$ cat config.mk
export PLATFORM = sky130hd
export DESIGN_NAME = lru_replacement_order_core
export DESIGN_NICKNAME = d
export VERILOG_FILES = /design/src/hdl/lru_pkg.sv /design/src/hdl/lru_cell.sv /design/src/hdl/lru_replacement_order_core.sv
export SDC_FILE = /design/constraint.sdc
export NUM_CORES = 1
export LEC_CHECK = 0
export BUFFER_PORTS_ARGS = -buffer_cell sky130_fd_sc_hd__buf_4
export CELL_PAD_IN_SITES_DETAIL_PLACEMENT = 1
export CELL_PAD_IN_SITES_GLOBAL_PLACEMENT = 1
export CORE_ASPECT_RATIO = 0.75
export CORE_UTILIZATION = 51
export DETAILED_ROUTE_END_ITERATION = 10
export PLACE_DENSITY = 0.78
export SLEW_MARGIN = 40
export SYNTH_ARGS = -nofsm -noshare
export SYNTH_HDL_FRONTEND = slang
export SYNTH_SLANG_ARGS = --single-unit
$ cat constraint.sdc
create_clock -name aclk -period 5.1 [get_ports aclk]
set_input_delay 1.02 -clock aclk [delete_from_list [all_inputs] [get_ports aclk]]
set_output_delay 1.02 -clock aclk [all_outputs]
set_load 0.05 [all_outputs]
$ cat src/hdl/lru_pkg.sv
`timescale 1ns / 1ps

package lru_pkg;

    localparam int LRU_MAX_ENTRIES = 32;
    localparam int LRU_KEY_COUNT   = 26;
    localparam int KEY_W           = 5;
    localparam int CAP_W           = 6;
    localparam logic [CAP_W-1:0] CAP_RESET = 6'd1;

    localparam logic [1:0] ACT_ACCESS = 2'd0;
    localparam logic [1:0] ACT_PRINT  = 2'd1;
    localparam logic [1:0] ACT_CLEAR  = 2'd2;

    typedef struct packed {
        logic [1:0]       action;
        logic [KEY_W-1:0] key;
    } lru_in_t;

    typedef struct packed {
        logic [KEY_W-1:0] key_res;
        logic             last;
        logic             empty_res;
    } lru_out_t;

    // broadcast to every cell of the chain
    typedef struct packed {
        logic             shift;
        logic             hit_mode;
        logic             load;
        logic [KEY_W-1:0] load_data;
    } lru_cell_cmd_t;

    typedef enum logic [1:0] {
        ST_IDLE,
        ST_EVICT,
        ST_PRINT
    } lru_state_t;

endpackage

$ cat src/hdl/lru_cell.sv
`timescale 1ns / 1ps

module lru_cell
    import lru_pkg::*;
(
    input  logic             aclk,
    input  lru_cell_cmd_t    cmd,
    input  logic             is_tail,
    input  logic             is_valid,
    input  logic             hit_in,
    output logic             hit_out,
    input  logic [KEY_W-1:0] next_entry,
    output logic [KEY_W-1:0] entry
);

    logic [KEY_W-1:0] entry_reg;
    logic [KEY_W-1:0] entry_next;
    logic             hit_here;

    assign hit_here = cmd.hit_mode && is_valid && (entry_reg == cmd.load_data);
    // once the hit is found, every cell above it pulls from its upper neighbor
    assign hit_out  = hit_in || hit_here;
    assign entry    = entry_reg;

    always_comb begin
        entry_next = entry_reg;
        if (cmd.load && is_tail) begin
            entry_next = cmd.load_data;
        end else if (cmd.shift || (cmd.hit_mode && hit_out)) begin
            entry_next = next_entry;
        end
    end

    always_ff @(posedge aclk) begin
        entry_reg <= entry_next;
    end

endmodule

$ cat src/hdl/lru_replacement_order_core.sv
`timescale 1ns / 1ps

// LRU replacement order for letter keys, held in a chain of cells with the
// least recent entry in cell 0.
// Input channel s_valid/s_ready/s_data carries an action and a key; the
// result channel m_valid/m_ready/m_data carries print beats. Only a print
// produces beats: one per listed key, least recent first, last set on the
// final one, or a single beat with empty_res set when the list is empty.
// cfg_we/cfg_wdata write the capacity register (reset value 1); write it
// only while idle, the block itself does not enforce this. A miss after
// the capacity was lowered below the fill level first evicts the surplus
// entries, as the chain drops one head entry per cycle. A print gives one
// beat per listed key (fill level, at least 1); the list rotates through
// cell 0 and is back in order when the last beat is produced. s_ready is
// high only while no action is in progress.
// Results sit in an output register; a stalled receiver (m_ready low) holds
// the print, and a new action is taken while the final beat still waits.
// Reset (aresetn low, synchronous) empties the list and presence bits.
module lru_replacement_order_core
    import lru_pkg::*;
#(
    parameter int MAX_ENTRIES = LRU_MAX_ENTRIES,
    parameter int KEY_COUNT   = LRU_KEY_COUNT
)
(
    input  logic             aclk,
    input  logic             aresetn,
    input  logic             s_valid,
    output logic             s_ready,
    input  lru_in_t          s_data,
    output logic             m_valid,
    input  logic             m_ready,
    output lru_out_t         m_data,
    input  logic             cfg_we,
    input  logic [CAP_W-1:0] cfg_wdata
);

    localparam int FILL_W = $clog2(MAX_ENTRIES + 1);
    localparam int CMP_W  = (FILL_W > CAP_W) ? FILL_W + 1 : CAP_W + 1;

    lru_state_t           state_reg, state_next;
    logic [FILL_W-1:0]    fill_reg, fill_next;
    logic [KEY_COUNT-1:0] present_reg, present_next;
    logic [FILL_W-1:0]    cnt_reg, cnt_next;
    logic [KEY_W-1:0]     pend_key_reg, pend_key_next;
    logic [CAP_W-1:0]     cap_reg;
    lru_out_t             out_reg, out_next;
    logic                 m_valid_reg;

    lru_cell_cmd_t        cmd;
    logic [FILL_W-1:0]    tail_idx;
    logic [FILL_W-1:0]    cap_eff;
    logic [KEY_COUNT-1:0] key_oh;
    logic                 key_ok;
    logic                 hit;
    logic                 in_acc;
    logic                 out_free;
    logic                 emit;
    logic                 miss_go;
    logic [KEY_W-1:0]     miss_key;
    logic [KEY_W-1:0]     head;
    logic                 print_last;

    logic [KEY_W-1:0]     entries [MAX_ENTRIES];
    logic [MAX_ENTRIES:0] hit_chain;

    assign s_ready  = (state_reg == ST_IDLE);
    assign in_acc   = s_valid && s_ready;
    assign out_free = !m_valid_reg || m_ready;
    assign m_valid  = m_valid_reg;
    assign m_data   = out_reg;
    assign head     = entries[0];
    assign print_last = (cnt_reg == fill_reg - FILL_W'(1));

    always_comb begin
        if (cap_reg == '0) begin
            cap_eff = FILL_W'(1);
        end else if (CMP_W'(cap_reg) > CMP_W'(MAX_ENTRIES)) begin
            cap_eff = FILL_W'(MAX_ENTRIES);
        end else begin
            cap_eff = FILL_W'(cap_reg);
        end
    end

    always_comb begin
        for (int j = 0; j < KEY_COUNT; j++) begin
            key_oh[j] = (int'(s_data.key) == j);
        end
    end

    assign key_ok = (int'(s_data.key) < KEY_COUNT);
    assign hit    = |(present_reg & key_oh);

    // cell chain
    assign hit_chain[0] = 1'b0;

    for (genvar i = 0; i < MAX_ENTRIES; i++) begin : g_cell
        logic [KEY_W-1:0] nxt;
        if (i == MAX_ENTRIES - 1) begin : g_top
            assign nxt = '0;
        end else begin : g_mid
            assign nxt = entries[i+1];
        end
        lru_cell u_cell (
            .aclk       (aclk),
            .cmd        (cmd),
            .is_tail    (tail_idx == FILL_W'(i)),
            .is_valid   (FILL_W'(i) < fill_reg),
            .hit_in     (hit_chain[i]),
            .hit_out    (hit_chain[i+1]),
            .next_entry (nxt),
            .entry      (entries[i])
        );
    end

    // next state
    always_comb begin
        state_next = state_reg;
        case (state_reg)
            ST_IDLE: begin
                if (in_acc) begin
                    if (s_data.action == ACT_ACCESS && key_ok && !hit
                        && fill_reg > cap_eff) begin
                        state_next = ST_EVICT;
                    end else if (s_data.action == ACT_PRINT) begin
                        state_next = ST_PRINT;
                    end
                end
            end
            ST_EVICT: begin
                if (fill_reg <= cap_eff) begin
                    state_next = ST_IDLE;
                end
            end
            ST_PRINT: begin
                if (out_free && (fill_reg == '0 || print_last)) begin
                    state_next = ST_IDLE;
                end
            end
            default: state_next = ST_IDLE;
        endcase
    end

    // chain commands and bookkeeping
    always_comb begin
        cmd           = '0;
        tail_idx      = fill_reg - FILL_W'(1);
        fill_next     = fill_reg;
        present_next  = present_reg;
        cnt_next      = cnt_reg;
        pend_key_next = pend_key_reg;
        out_next      = out_reg;
        emit          = 1'b0;
        miss_go       = 1'b0;
        miss_key      = s_data.key;
        case (state_reg)
            ST_IDLE: begin
                if (in_acc) begin
                    case (s_data.action)
                        ACT_ACCESS: begin
                            if (key_ok && hit) begin
                                cmd.hit_mode  = 1'b1;
                                cmd.load      = 1'b1;
                                cmd.load_data = s_data.key;
                            end else if (key_ok) begin
                                miss_go = 1'b1;
                            end
                        end
                        ACT_PRINT: cnt_next = '0;
                        ACT_CLEAR: begin
                            fill_next    = '0;
                            present_next = '0;
                        end
                        default: ;
                    endcase
                end
            end
            ST_EVICT: begin
                miss_go  = 1'b1;
                miss_key = pend_key_reg;
            end
            ST_PRINT: begin
                if (out_free) begin
                    emit = 1'b1;
                    if (fill_reg == '0) begin
                        out_next.key_res   = '0;
                        out_next.last      = 1'b1;
                        out_next.empty_res = 1'b1;
                    end else begin
                        out_next.key_res   = head;
                        out_next.last      = print_last;
                        out_next.empty_res = 1'b0;
                        // rotate the head round to the tail
                        cmd.shift     = 1'b1;
                        cmd.load      = 1'b1;
                        cmd.load_data = head;
                        cnt_next      = print_last ? '0 : cnt_reg + FILL_W'(1);
                    end
                end
            end
            default: ;
        endcase

        if (miss_go) begin
            cmd.load_data = miss_key;
            pend_key_next = miss_key;
            if (fill_reg >= cap_eff) begin
                cmd.shift = 1'b1;
                for (int j = 0; j < KEY_COUNT; j++) begin
                    if (int'(head) == j) begin
                        present_next[j] = 1'b0;
                    end
                end
                if (fill_reg == cap_eff) begin
                    cmd.load = 1'b1;
                    for (int j = 0; j < KEY_COUNT; j++) begin
                        if (int'(miss_key) == j) begin
                            present_next[j] = 1'b1;
                        end
                    end
                end else begin
                    fill_next = fill_reg - FILL_W'(1);
                end
            end else begin
                cmd.load  = 1'b1;
                tail_idx  = fill_reg;
                fill_next = fill_reg + FILL_W'(1);
                for (int j = 0; j < KEY_COUNT; j++) begin
                    if (int'(miss_key) == j) begin
                        present_next[j] = 1'b1;
                    end
                end
            end
        end
    end

    always_ff @(posedge aclk) begin
        if (!aresetn) begin
            state_reg   <= ST_IDLE;
            fill_reg    <= '0;
            present_reg <= '0;
            cnt_reg     <= '0;
            m_valid_reg <= 1'b0;
            cap_reg     <= CAP_RESET;
        end else begin
            state_reg   <= state_next;
            fill_reg    <= fill_next;
            present_reg <= present_next;
            cnt_reg     <= cnt_next;
            if (emit) begin
                m_valid_reg <= 1'b1;
            end else if (m_ready) begin
                m_valid_reg <= 1'b0;
            end
            if (cfg_we) begin
                cap_reg <= cfg_wdata;
            end
        end
    end

    always_ff @(posedge aclk) begin
        out_reg      <= out_next;
        pend_key_reg <= pend_key_next;
    end

    // every listed key has exactly one presence bit
    assert property (@(posedge aclk) disable iff (!aresetn)
        $countones(present_reg) == int'(fill_reg))
        else $error("presence bits out of step with fill level");

    assert property (@(posedge aclk) disable iff (!aresetn)
        int'(fill_reg) <= MAX_ENTRIES)
        else $error("fill level beyond chain length");

    assert property (@(posedge aclk) disable iff (!aresetn)
        (in_acc && s_data.action == ACT_ACCESS && key_ok && hit) |=> $stable(fill_reg))
        else $error("hit changed the fill level");

    assert property (@(posedge aclk) disable iff (!aresetn)
        (in_acc && s_data.action == ACT_CLEAR) |=> (fill_reg == '0 && present_reg == '0))
        else $error("clear left entries behind");

    assert property (@(posedge aclk) disable iff (!aresetn)
        (state_reg == ST_PRINT && fill_reg != '0) |-> (cnt_reg < fill_reg))
        else $error("print position past the list");

endmodule
## Yosys cells after proc, flatten, opt, wreduce, memory -nomap -nowiden

Cells that the tools add are included.

| operators by class | value |
|---|---|
| add/sub/neg operators | 3 |
| magnitude comparators | 37 |
| equality and inequality tests | 151 |
| mux-type cells | 196 |
| bitwise gates (word level) | 1 |
| reductions and logical operators | 247 |

Operator list:

| kind | count |
|---|---|
| $mux W5 | 65 |
| $eq A5 B5 Y1 const B | 48 |
| $eq A5 B5 Y1 | 32 |
| $mux W26 | 6 |
| $logic_and A1 B1 Y1 | 134 |
| $mux W6 | 18 |
| $eq A6 B5 Y1 const B | 16 |
| $lt A5 B6 Y1 const A | 16 |
| $mux W1 | 95 |
| $eq A5 B4 Y1 const B | 18 |
| $reduce_bool A2 Y1 | 34 |
| $logic_or A1 B1 Y1 | 65 |
| $eq A6 B4 Y1 const B | 8 |
| $lt A4 B6 Y1 const A | 8 |
| $eq A5 B3 Y1 const B | 6 |
| $and A26 B26 Y26 | 1 |
| $reduce_or A26 Y1 | 1 |
| $eq A6 B3 Y1 const B | 4 |
| $lt A3 B6 Y1 const A | 4 |
| $pmux W6 S2 | 2 |
| $mux W7 | 3 |
| $logic_not A6 Y1 | 3 |
| $eq A5 B2 Y1 const B | 3 |
| $logic_not A5 Y1 | 3 |
| 25 further kinds | 42 |

| storage, ports and cells | value |
|---|---|
| register bits | 219 |
| output and inout bits | 9 |
| word-level logic and storage cells | 677 |

## Depth between registers and ports, before layout

| logic depth | value |
|---|---|
| word-level depth | 48 |
| mapped depth | 17 |

## Cells and area by module

From an unflattened synthesis, not the netlist that was laid out.

| unflattened totals | value |
|---|---|
| cells, all modules | 1330 |
| area total of the unflattened synthesis | 14300.0 um2 |

By module, submodules not included:

| module | times used | cells each | area an instance (um2) | seq. area each (um2) |
|---|---|---|---|---|
| lru_cell | 32 | 21 | 292.8 | 150.1 |
| lru_replacement_order_core | 1 | 658 | 4931.0 | 1301.2 |

## Worst setup path after synthesis

No wires, ideal clock.

| timing path | value |
|---|---|
| path type | in2reg |
| start | input port s_data[0] (netlist bit) |
| end | register g_cell[18].u_cell.entry_reg[0] (enable) |
| setup time | 0.278 ns |
| arrival time | 4.145 ns |
| setup slack | 0.676 ns |
| cell stages on the path | 13 |
| path buffers | 2 |
| cells stage by stage | buf_6 mux4_2 and3_1 nor4_2 nand4_1 a31o_4 clkinv_2 nand2_4 and2_0 a221o_1 and3_1 buf_2 or3b_1 |

| between the ends | value |
|---|---|
| cells in the longest elaborated chain, start to end | 32 |
| elaborated cells on any way between the ends | 126 |

RTL lines:

| item | RTL line | RTL |
|---|---|---|
| start: declaration | lru_replacement_order_core.sv:30 | `input lru_in_t s_data,` |
| $eq A5 B2 Y1, or another cell as far along | lru_replacement_order_core.sv:87 | `key_oh[j] = (int'(s_data.key) == j);` |
| $and A26 B26 Y26 | lru_replacement_order_core.sv:92 | `assign hit = \|(present_reg & key_oh);` |
| $reduce_or A26 Y1 | lru_replacement_order_core.sv:92 |  |
| $logic_and A1 B1 Y1 | lru_replacement_order_core.sv:161 | `if (key_ok && hit) begin` |
| $mux W7 / $mux W1 (equally long branches) | lru_replacement_order_core.sv:161 |  |
| $mux W7 / $mux W1 (equally long branches) | lru_replacement_order_core.sv:159 | `case (s_data.action)` |
| $mux W7 / $mux W1 (equally long branches) | lru_replacement_order_core.sv:158 | `if (in_acc) begin` |
| $pmux W6 S2 / $pmux W1 S2 (equally long branches) | lru_replacement_order_core.sv:156 | `case (state_reg)` |
| $mux W6 | lru_replacement_order_core.sv:204 | `if (miss_go) begin` |
| $eq A5 B5 Y1 | lru_cell.sv:20 | `assign hit_here = cmd.hit_mode && is_valid && (entry_reg == cmd.load_data);` |
| $logic_and A1 B1 Y1 | lru_cell.sv:20 |  |
| $logic_or A1 B1 Y1 (18 in series) | lru_cell.sv:22 | `assign hit_out = hit_in \|\| hit_here;` |
| $logic_and A1 B1 Y1 | lru_cell.sv:29 | `end else if (cmd.shift \|\| (cmd.hit_mode && hit_out)) begin` |
| $logic_or A1 B1 Y1 | lru_cell.sv:29 |  |
| $reduce_bool A2 Y1 (no source line) (*) | n/a |  |
| end signal: assignment | lru_cell.sv:35 | `entry_reg <= entry_next;` |
| end: declaration | lru_cell.sv:16 | `logic [KEY_W-1:0] entry_reg;` |

Every way passes the cells marked *; elsewhere a longest branch is shown, timed or not.
A chain may end at the register's enable or synchronous reset.

## Worst setup path in the final report

| timing path | value |
|---|---|
| start | register fill_reg[1] |
| end | register g_cell[28].u_cell.entry_reg[0] (enable) |

| between the ends | value |
|---|---|
| cells in the longest elaborated chain, start to end | 38 |
| elaborated cells on any way between the ends | 166 |

RTL lines:

| item | RTL line | RTL |
|---|---|---|
| start: declaration | lru_replacement_order_core.sv:42 | `logic [FILL_W-1:0] fill_reg, fill_next;` |
| start signal: assignment | lru_replacement_order_core.sv:247 | `fill_reg <= fill_next;` |
| $logic_not A6 Y1 | lru_replacement_order_core.sv:185 | `if (fill_reg == '0) begin` |
| $mux W6 | lru_replacement_order_core.sv:185 |  |
| $mux W6 | lru_replacement_order_core.sv:183 | `if (out_free) begin` |
| $pmux W6 S2 | lru_replacement_order_core.sv:156 |  |
| $mux W6 | lru_replacement_order_core.sv:204 |  |
| $eq A5 B5 Y1 | lru_cell.sv:20 |  |
| $logic_and A1 B1 Y1 | lru_cell.sv:20 |  |
| $logic_or A1 B1 Y1 (28 in series) | lru_cell.sv:22 |  |
| $logic_and A1 B1 Y1 | lru_cell.sv:29 |  |
| $logic_or A1 B1 Y1 | lru_cell.sv:29 |  |
| $reduce_bool A2 Y1 (no source line) (*) | n/a |  |
| end signal: assignment | lru_cell.sv:35 |  |
| end: declaration | lru_cell.sv:16 |  |

Marks and branches as above.

==> summary.md <==
| Metric | Value |
|---|---|
| Cell at the root of the clock tree | `clkbuf_16` |
| Highest achievable clock rate | `206 MHz` |
| Finished layout cell area | `15400 µm²` |
| RSZ-0062 raised after global routing | `false` |
| First-pass GRT wire length | `70200 µm` |
| Worst setup slack for register-to-register paths | `240 ps` |
| Detailed-route wire length | `46300 µm` |
| Maximum number of pins on one net before global-route repair | `48` |
| Num ports | `27` |
| HPWL after detailed placement | `33300 µm` |
| Hold Worst Slack | `474 ps` |
| Mean instance size in the synthesized netlist | `10.4 µm²` |
| Detail Route met2 WL | `18800 µm` |
| TritonCTS Sinks | `219` |
| Vias | `11300` |
| Setup Total Neg Slack | `0 ps` |
| Path type of the worst setup path | `reg2reg` |
| Number of filler cells placed in the layout | `2851` |
| Post-layout minimum cycle time | `4860 ps` |
| Footprint of the multi-input gates | `7370 µm²` |
| Setup crit start kind | `flip-flop` |
| Met3 wire len | `5200 µm` |
| Buffer levels on the longest clock path | `3` |
| Total placed instance area | `14600 µm²` |
| Number of placement rows | `51` |
| EDFF count, synth | `172` |
| Initial Util | `52.8%` |
| Number of nets in the final layout | `1373` |
| Final number of setup-violating endpoints | `0` |
| Transition time of the tightest slew-check pin | `891 ps` |
| Via density per instance | `6.65` |
| Die W | `193 µm` |
| Post-synthesis instance area | `13900 µm²` |
| Number of cells on the worst reg-to-reg path | `14` |
| Required arrival time at the worst endpoint | `5300 ps` |
| GRT Overall Usage | `33.2%` |
| Instance count along the most critical hold path | `2` |
| Synth-to-layout area growth | `10.4%` |
| Max_cap viols | `0` |
| Clk slew on worst S/H paths | `60 ps` |
| Cells after Synth | `1335` |
| Nets in the synthesized netlist | `1363` |
| Hold Path Origin | `cap_reg[0]` |
| Number of iterations in the first detailed-routing pass | `8` |
| Min-delay worst type | `reg2reg` |
| Post-synthesis sequential area ratio | `43.9%` |
| Failing checks | `design-rule violations` |
| Power per unit of standard cell area | `276 nW/µm²` |
| Hold-fix buffers, CTS | `0` |
| Clock Skew | `14.1 ps` |
| Final core utilization | `58.3%` |
| Warnings from Yosys | `0` |
| Normalized max-slew margin | `40.2%` |
| CTS Buf Count | `24` |
| Distinct cell type count of the synthesized netlist | `90` |
| Register Area | `6110 µm²` |
| Worst hold path endpoint | `cap_reg[0]` |
| Total Die Area | `28000 µm²` |
| Data arrival, critical path | `5060 ps` |
| DRC violation count after routing | `8` |
| Vias in the first global route | `11300` |
| Max reg flops | `160` |
| Total global routing overflow | `0` |
| Top FF cell, synth | `edfxtp_1` |
| Launch point of the worst reg-to-reg path | `fill_reg[1]` |
| Starting DRC count in detailed routing | `1197` |
| Detailed-routing wirelength on met1 | `21300 µm` |
| Area of the core region | `26400 µm²` |
| Post-synthesis async set-or-reset flop share | `0%` |
| Flip-flop and latch count after synthesis | `219` |
| Worst-skew pair later-pin latency | `550 ps` |
| Final period utilization | `95.3%` |
| Number of buffers inserted by port buffering | `26` |
| Chip height | `145 µm` |
| Count of H-tree levels built during CTS | `1` |
| Routability Congestion | `0.969` |
| Initial antenna violation count | `0` |
| Top layer reached by signal wires | `met4` |
| Routed wire length per instance | `27.1 µm` |
| Setup repair bufs after CTS | `0` |
| Clock tree from TritonCTS | `built` |
| Number of antenna-violating nets in the routed design | `0` |
| Total count of hold-check failures in the final report | `0` |
| Worst VDD drop | `207 µV` |
| Final slew viol count | `0` |
| FF-to-FF End | `g_cell[28].u_cell.entry[0]` |
| Static power due to leakage | `0.00550 µW` |
| Nature of the critical path endpoint | `flip-flop` |
| Maximum fanout encountered on the critical timing path | `13` |
| Proportion of layout cells with a drive suffix above 1 | `22.0%` |
| Result of the run | `finished with violations` |
how the worst max path moves through the flow:
stage / startpoint / to / slack (ps) / cells past startpoint
2_1_floorplan: s_data[0] / g_cell[18].u_cell.entry[0] / 680 / 13
3_3_place_gp: s_valid / g_cell[30].u_cell.entry[0] / 130 / 13
3_5_place_dp: s_data[0] / g_cell[23].u_cell.entry[2] / 20 / 12
4_1_cts: fill_reg[1] / g_cell[23].u_cell.entry[2] / 290 / 13
5_1_grt: fill_reg[1] / g_cell[28].u_cell.entry[0] / 100 / 14
6_report: fill_reg[1] / g_cell[28].u_cell.entry[0] / 240 / 14
metal layers:
layer,up-vias,track usage (%)
met1,5713,49.9
met3,84,11.0
li1,5002,-
met2,546,45.5
met4,0,7.76
met5,-,0
what timing repair did:
item                       in CTS  in global routing
setup endpoints to repair       0                  5
hold endpoints to repair        0                  0
resized for setup               0                  1
placed cells by master, fill, tap and decap left out, drive strengths merged, types with 47 or more instances in the layout:
cell type  count
xor2          58
mux2         156
buf           78
xnor2        101
nand2         94
nor2          78
edfxtp       172
o21ai         47
dfxtp         47
nand3         76
critical path: stages (launching register included):
cell and delay (ps):
dfxtp_1 320, inv_1 260, ha_1 230, nand2b_1 170, buf_4 240, o2111ai_1 580
nand2_2 440, xnor2_1 260, nand3_1 120, o41ai_1 110, a211oi_2 400, nand3_1 360
nor4_4 480, buf_4 230, nand4b_1 290
cells in the mapped netlist (all sizes together) (6+ instances only):
master / n / area share, %
nor2: 78 / 2.2
nand2: 94 / 2.6
inv: 19 / 0.51
a21boi: 12 / 0.65
nor3: 32 / 1.2
nor4b: 6 / 0.49
o21ai: 47 / 1.7
nand4: 25 / 1.1
o311ai: 10 / 0.63
mux2: 156 / 13
xnor2: 101 / 6.4
mux2i: 13 / 0.93
o211ai: 9 / 0.49
a21oi: 33 / 1.2
nor2b: 22 / 0.99
ha: 10 / 0.90
o22ai: 14 / 0.72
a31oi: 15 / 0.67
xor2: 58 / 3.7
and3: 32 / 1.4
or3: 8 / 0.36
nor3b: 7 / 0.38
a32oi: 7 / 0.44
buf: 35 / 1.3
nand3b: 7 / 0.38
and2: 16 / 0.72
nand2b: 10 / 0.45
dfxtp: 47 / 6.8
a211oi: 9 / 0.59
nor4: 12 / 0.69
clkbuf: 59 / 1.6
nand3: 76 / 2.8
edfxtp: 172 / 37
stage by stage:
| step | power, µW | setup WS (ps) | instances |
|---|---|---|---|
| 4_1_cts | 4230 | 285 | 1706 |
| 3_3_place_gp | 2480 | 125 | 1663 |
| 5_1_grt | 4340 | 96.7 | 1706 |
| 2_1_floorplan | 2330 | 676 | 1335 |
| 3_5_place_dp | 2500 | 19.5 | 1663 |
| 6_report | 4240 | 241 | 1707 |
cell families after synthesis:
| family | count (synthesis) | synth area share, % |
|---|---|---|
| AO/OA/AOI/OAI | 210 | 10.7 |
| XOR/XNOR | 159 | 10.0 |
| adder cells (fa/ha/maj) | 10 | 0.899 |
| buffers and inverters | 115 | 3.45 |
| flip-flops | 219 | 43.9 |
| multiplexers | 171 | 13.9 |
| AND/OR/NAND/NOR | 451 | 17.2 |
final cells by class:
cell class              instances  share of cell area (%)
clock inverters                14                   0.741
inverters                      21                   0.521
multi-input cells            1001                    48.0
repair buffers                 78                    4.06
well taps                     344                    2.80
clock buffers                  29                    4.17
flip-flops and latches        219                    39.7
diodes                          1                  0.0163
power breakdown:
part / leakage [µW] / switching [µW] / internal, µW / total [µW]
sequential: 0.00195 / 34.9 / 1960 / 2000
clock: 0.000376 / 762 / 991 / 1750
combinational: 0.00317 / 321 / 164 / 485
Power figures use the tool's default switching activity.
